**config.mk**
```make
export PLATFORM = sky130hd
export DESIGN_NAME = argb_source_over_blend_top_flat
export DESIGN_NICKNAME = d
export VERILOG_FILES = /design/src/hw/rtl/asob_pkg.sv /design/src/hw/rtl/asob_if.sv /design/src/hw/rtl/asob_mix.sv /design/src/hw/rtl/asob_div.sv /design/src/hw/rtl/argb_source_over_blend_top.sv /design/src/flat_wrapper.sv
export SDC_FILE = /design/constraint.sdc
export NUM_CORES = 2
export LEC_CHECK = 0
export ABC_AREA = 1
export BUFFER_PORTS_ARGS = -buffer_cell sky130_fd_sc_hd__buf_2
export CORE_MARGIN = 2
export CORE_UTILIZATION = 60
export CTS_CLUSTER_DIAMETER = 40
export DETAILED_ROUTE_END_ITERATION = 16
export PLACE_DENSITY_LB_ADDON = 0.2
export SETUP_SLACK_MARGIN = 0.2
export SLEW_MARGIN = 20
export SYNTH_ARGS = -nofsm -noshare
export SYNTH_HDL_FRONTEND = slang
export SYNTH_HIERARCHICAL = 1
export SYNTH_SLANG_ARGS = --single-unit
```
**constraint.sdc**
```tcl
create_clock -name clock -period 17.65 [get_ports clock]
set_input_delay 1.765 -clock clock [delete_from_list [all_inputs] [get_ports clock]]
set_output_delay 1.765 -clock clock [all_outputs]
set_load 0.01 [all_outputs]
```
**src/hw/rtl/asob_pkg.sv**
```systemverilog
`default_nettype none
package asob_pkg;
   localparam int unsigned PixW = 32;
   localparam int unsigned ChW = 8;
   localparam int unsigned NW = 16;
   localparam int unsigned NumW = 25;
   localparam int unsigned QW = 9;
   localparam int unsigned DivSteps = 3;
   localparam logic [ChW-1:0] AlphaMax = 8'hFF;
   localparam logic [NW-1:0] Div255 = 16'd255;
   localparam logic [NW-1:0] RoundA = 16'd127;

   typedef struct packed {
      logic [PixW-1:0] dst_color;
      logic [PixW-1:0] src_color;
   } req_type;

   typedef struct packed {
      logic [PixW-1:0] blended_color;
   } rsp_type;

   // numerators, divisor and bypass for the divide stages
   typedef struct packed {
      logic [2:0][NumW-1:0] num;
      logic [NW-1:0] n;
      logic [ChW-1:0] alpha;
      logic bypass;
      logic [PixW-1:0] pass_color;
   } mix_type;

   typedef struct packed {
      logic [2:0][NumW-1:0] rem;
      logic [2:0][QW-1:0] quo;
      logic [NW-1:0] n;
      logic [ChW-1:0] alpha;
      logic bypass;
      logic [PixW-1:0] pass_color;
   } div_type;
endpackage
`default_nettype wire

```
**src/hw/rtl/asob_if.sv**
```systemverilog
`default_nettype none
interface asob_if #(parameter type payload_type = logic);
   logic valid;
   logic ready;
   payload_type data;
   modport source (output valid, output data, input ready);
   modport sink (input valid, input data, output ready);
endinterface
`default_nettype wire

```
**src/hw/rtl/asob_mix.sv**
```systemverilog
`default_nettype none
module asob_mix (
   input  wire logic clock,
   input  wire logic enable,
   input  asob_pkg::req_type req,
   output asob_pkg::mix_type mix
);
   logic [7:0] as_w, ad_w, inv_w;
   logic [15:0] wa_ff, wa_in, wd_ff, wd_in;
   asob_pkg::req_type req_ff;
   asob_pkg::mix_type mix_in;

   assign as_w = req.src_color[31:24];
   assign ad_w = req.dst_color[31:24];
   assign inv_w = asob_pkg::AlphaMax - as_w;
   assign wa_in = {8'd0, as_w} * asob_pkg::Div255;
   assign wd_in = {8'd0, ad_w} * {8'd0, inv_w};

   always_ff @(posedge clock) begin
      if (enable) begin
         req_ff <= req;
         wa_ff <= wa_in;
         wd_ff <= wd_in;
      end
   end

   always_comb begin
      logic [asob_pkg::NW:0] nr;
      logic [7:0] sa;
      mix_in.n = wa_ff + wd_ff;
      for (int c = 0; c < 3; c++) begin
         mix_in.num[c] = 25'(wa_ff) * 25'(req_ff.src_color[8*c +: 8])
                       + 25'(wd_ff) * 25'(req_ff.dst_color[8*c +: 8]);
      end
      // (n+127)/255 for n < 65536: approx by *257>>16 then correct
      nr = {1'b0, mix_in.n} + {1'b0, asob_pkg::RoundA};
      sa = 8'((32'(nr) * 32'd257) >> 16);
      if (nr - 17'(sa) * 17'd255 >= 17'd255) sa = sa + 8'd1;
      mix_in.alpha = sa;
      sa = req_ff.src_color[31:24];
      mix_in.bypass = (sa == 8'd0) || (sa == asob_pkg::AlphaMax);
      mix_in.pass_color = (sa == 8'd0) ? req_ff.dst_color : req_ff.src_color;
   end

   always_ff @(posedge clock) begin
      if (enable) mix <= mix_in;
   end
endmodule
`default_nettype wire

```
**src/hw/rtl/asob_div.sv**
```systemverilog
`default_nettype none
module asob_div #(parameter int unsigned Step = 0) (
   input  wire logic clock,
   input  wire logic enable,
   input  asob_pkg::div_type din,
   output asob_pkg::div_type dout
);
   // three quotient bits per stage, restoring
   asob_pkg::div_type d_in;
   always_comb begin
      logic [asob_pkg::NumW:0] t;
      d_in = din;
      for (int k = 0; k < 3; k++) begin
         int b;
         b = 8 - 3*Step - k;
         for (int c = 0; c < 3; c++) begin
            t = 26'(din.n) << b;
            if ({1'b0, d_in.rem[c]} >= t) begin
               d_in.rem[c] = d_in.rem[c] - asob_pkg::NumW'(t);
               d_in.quo[c][b] = 1'b1;
            end
         end
      end
   end
   always_ff @(posedge clock) begin
      if (enable) dout <= d_in;
   end
endmodule
`default_nettype wire

```
**src/hw/rtl/argb_source_over_blend_top.sv**
```systemverilog
`default_nettype none
// Source-over blend of two ARGB8888 pixels, one item per clock unless
// stalled. Stages: weight multiply, numerators, then three restoring
// divide stages of three quotient bits each. Stalls freeze all stages.
module argb_source_over_blend_top (
   input wire logic clock,
   input wire logic reset,
   asob_if.sink req_ch,
   asob_if.source rsp_ch
);
   localparam int unsigned Depth = 2 + asob_pkg::DivSteps;
   logic [Depth-1:0] vld_ff, vld_in;
   logic enable;
   asob_pkg::mix_type mix;
   asob_pkg::div_type d0;
   asob_pkg::div_type dd [asob_pkg::DivSteps+1];

   assign enable = !vld_ff[Depth-1] || rsp_ch.ready;
   assign req_ch.ready = enable;
   assign vld_in = {vld_ff[Depth-2:0], req_ch.valid};

   always_ff @(posedge clock) begin
      if (reset) vld_ff <= '0;
      else if (enable) vld_ff <= vld_in;
   end

   asob_mix u_mix (.clock(clock), .enable(enable), .req(req_ch.data), .mix(mix));

   always_comb begin
      d0.n = mix.n;
      d0.alpha = mix.alpha;
      d0.bypass = mix.bypass;
      d0.pass_color = mix.pass_color;
      for (int c = 0; c < 3; c++) begin
         d0.rem[c] = mix.num[c] + asob_pkg::NumW'(mix.n >> 1);
         d0.quo[c] = '0;
      end
   end
   assign dd[0] = d0;

   for (genvar s = 0; s < asob_pkg::DivSteps; s++) begin : g_div
      asob_div #(.Step(s)) u_div (.clock(clock), .enable(enable), .din(dd[s]),
                                  .dout(dd[s+1]));
   end

   always_comb begin
      asob_pkg::div_type f;
      f = dd[asob_pkg::DivSteps];
      if (f.bypass) rsp_ch.data.blended_color = f.pass_color;
      else rsp_ch.data.blended_color = {f.alpha, f.quo[2][7:0], f.quo[1][7:0],
                                        f.quo[0][7:0]};
   end
   assign rsp_ch.valid = vld_ff[Depth-1];

   a_hold: assert property (@(posedge clock) disable iff (reset)
      rsp_ch.valid && !rsp_ch.ready |=> rsp_ch.valid)
      else $error("item dropped under stall");
   a_adv: assert property (@(posedge clock) disable iff (reset)
      req_ch.valid && req_ch.ready |=> vld_ff[0])
      else $error("accepted item lost");
   a_rdy: assert property (@(posedge clock) disable iff (reset)
      !rsp_ch.valid |-> req_ch.ready)
      else $error("stall without full output");
endmodule
`default_nettype wire

```
**src/flat_wrapper.sv**
```systemverilog
// flat-port wrapper written by rule: the top's interface ports become plain ports
module argb_source_over_blend_top_flat 
  (clock, reset, req_ch_valid, req_ch_data, req_ch_ready, rsp_ch_valid, rsp_ch_data, rsp_ch_ready);
  asob_if #(.payload_type(asob_pkg::req_type)) req_ch_i ();
  asob_if #(.payload_type(asob_pkg::rsp_type)) rsp_ch_i ();
  input wire logic clock;
  input wire logic reset;
  input wire logic [$bits(req_ch_i.valid)-1:0] req_ch_valid;
  input wire logic [$bits(req_ch_i.data)-1:0] req_ch_data;
  output wire logic [$bits(req_ch_i.ready)-1:0] req_ch_ready;
  output wire logic [$bits(rsp_ch_i.valid)-1:0] rsp_ch_valid;
  output wire logic [$bits(rsp_ch_i.data)-1:0] rsp_ch_data;
  input wire logic [$bits(rsp_ch_i.ready)-1:0] rsp_ch_ready;
  assign req_ch_i.valid = req_ch_valid;
  assign req_ch_i.data = req_ch_data;
  assign req_ch_ready = req_ch_i.ready;
  assign rsp_ch_valid = rsp_ch_i.valid;
  assign rsp_ch_data = rsp_ch_i.data;
  assign rsp_ch_i.ready = rsp_ch_ready;
  argb_source_over_blend_top u_core (.clock(clock), .reset(reset), .req_ch(req_ch_i), .rsp_ch(rsp_ch_i));
endmodule
```
==> results.json <==
{
  "dpl.hpwl_um": 196000,
  "postSynthAreaPerCell_um2": 7.51,
  "clock_latency_ns": 0.72,
  "gr-usage-all-layers": 0.335,
  "syn_to_final_growth_pct": 6.99,
  "hold_depth": 0,
  "r2r_slack_ns": 7.85,
  "clkTransAtPathRegs_ns": 0.06,
  "placement.io_buffers": 101,
  "dr_total_vias": 75000,
  "diodes": 0,
  "drc": 0,
  "drv_cap": 0,
  "period_share": 0.555,
  "finClkSkew_ns": 0.0320,
  "grt_max_degree": 167,
  "setup_ws_ns": 7.85,
  "timing_worst_setup_path_type": "reg -> reg",
  "post_cts_buffers": 0,
  "status": "complete, no violations",
  "drt_wl_total_um": 246000,
  "io_pins": 102,
  "finalNetCount": 13300,
  "die_w_um": 384,
  "slowest_delay_ns": 1.10,
  "die_area_um2": 148000,
  "drive_above_1_share": 0.0695,
  "clock_sinks": 609,
  "crit_required_ns": 18.11,
  "vias_per_cell": 5.51,
  "slew_viol_final": 0,
  "grt_pass1_vias": 74100,
  "cp.arrival_ns": 10.25,
  "end_kind": "flop",
  "hold_viol_final": 0,
  "place_ws_ns": 7.98,
  "gr-total-overflow": 0,
  "setup-tns-final_ns": 0,
  "dieHeight_um": 384,
  "ys_warn_count": 6,
  "crit_top_cell": "nand2_1",
  "cts_tree": "built",
  "clock_path_buffers": 3,
  "ant_nets": 0,
  "start_util": 0.605,
  "grt_setup_unrepaired": "no",
  "place_congestion": 0.972,
  "start_kind": "flop",
  "num-fill-cells": 12500,
  "cts_root_buf": "clkbuf_16",
  "drt-initial-drc-count": 5817,
  "netlist_area_um2": 86900,
  "cp_slowest_cell": "edfxtp_1",
  "ctsHoldBuffers": 0,
  "ctsHtreeMaxLevel": 3,
  "ff2ff_path_depth": 51,
  "cts_buffers": 105,
  "antenna_found_initial": 10,
  "avgRoutedWirePerCell_um": 18.1,
  "synthesis.instances": 11600,
  "cp_max_fo": 25,
  "tightest_slew_ns": 1.18,
  "slew_headroom": 0.210,
  "clock.fmax_mhz": 102,
  "r2r-end": "u_core/u_mix/mix[39]$_DFFE_PP_",
  "fin_crit_ns": 9.80,
  "rows": 139,
  "grt_first_pass_wirelength_um": 391000,
  "drt_first_pass_iters": 8,
  "hold_start": "u_core/g_div[0].u_div/dout[59]$_DFFE_PP_",
  "r2r_start": "u_core/u_mix/wd_ff[4]$_DFFE_PP_",
  "core_area_um2": 144000,
  "setup-violations-final": 0,
  "hold_path.class": "reg -> reg",
  "holdPathEnd": "u_core/g_div[1].u_div/dout[59]$_DFFE_PP_",
  "cts_resized": 0
}
==> area by class of cell <==
class                      instances  area (um2)  share of cell area
multi-input combinational       8445       59000               0.635
clock buffer                     117        2760              0.0297
clock inverter                    80         963              0.0104
sequential                       609       18200               0.196
inverter                        2266        8520              0.0916
tap                             1903        2380              0.0256
timing repair buffer             175        1080              0.0116
==> worst max-delay path, delay by kind of cell, from the launching register on <==
family	cells	cell delay (ns)
and+or+nand+nor	29	3.13
xor gates and xnor gates	1	0.34
buffers and inverters	8	0.61
DFF	1	1.10
adders and majority gates	8	3.39
AOI/OAI and AO/OA	5	0.95
==> sequential cells by signal (all words and copies together), names as in the netlist <==
register and count:
u_core/g_div.u_div/dout 377, u_core/u_mix/mix 132, u_core/u_mix/req_ff 63, u_core/u_mix/wa_ff 16, u_core/u_mix/wd_ff 16, u_core/vld_ff 5
==> through the flow <==
stage	cells	utilization	hold slack, ns	cell area, um2
after global placement	13400	0.621	0.400	89200
after detailed placement	13400	0.621	0.405	89200
after floorplan	11600	-	0.400	86900
after CTS	13600	0.647	0.401	92900
after global routing	13600	0.647	0.400	92900
final	13600	0.647	0.410	92900
==> per-layer routing <==
layer / routed length [um] / vias to the layer above / track usage
met3: 16800 / 606 / 0.0483
met2: 115000 / 2623 / 0.559
met1: 103000 / 35300 / 0.435
met4: 11700 / 10 / 0.142
met5: 57 / - / 0
li1: - / 36400 / -
==> placed cells by master, fill, tap and decap left out, types with 69 or more instances in the layout <==
cell type and instances:
o21ai_0 383, nand2_2 101, xnor2_1 202, nand2_1 3455
fa_1 757, inv_1 2195, nor2_1 545, a21oi_1 513
xor2_1 259, inv_2 69, nand3_1 525, nand4_1 164
buf_2 101, nor2_2 69, ha_1 846, clkbuf_16 108
buf_4 72, edfxtp_1 604
==> worst max-delay path by stage <==
| stage | slack, ns | cells after the start | startpoint | end |
|---|---|---|---|---|
| final | 7.85 | 51 | u_core/u_mix/wd_ff[4]$_DFFE_PP_ | u_core/u_mix/mix[39]$_DFFE_PP_ |
| after global routing | 7.06 | 50 | u_core/u_mix/wd_ff[5]$_DFFE_PP_ | u_core/u_mix/mix[39]$_DFFE_PP_ |
| after CTS | 7.92 | 51 | u_core/u_mix/wd_ff[4]$_DFFE_PP_ | u_core/u_mix/mix[39]$_DFFE_PP_ |
| after detailed placement | 7.98 | 49 | u_core/u_mix/wd_ff[5]$_DFFE_PP_ | u_core/u_mix/mix[39]$_DFFE_PP_ |
| after global placement | 8.02 | 49 | u_core/u_mix/wd_ff[5]$_DFFE_PP_ | u_core/u_mix/mix[37]$_DFFE_PP_ |
| after floorplan | 2.27 | 2 | rsp_ch_ready | req_ch_ready |
Power is left out: the tool's default activity adds up to more than one toggle a clock period on the data nets, which glitch-free logic cannot reach.
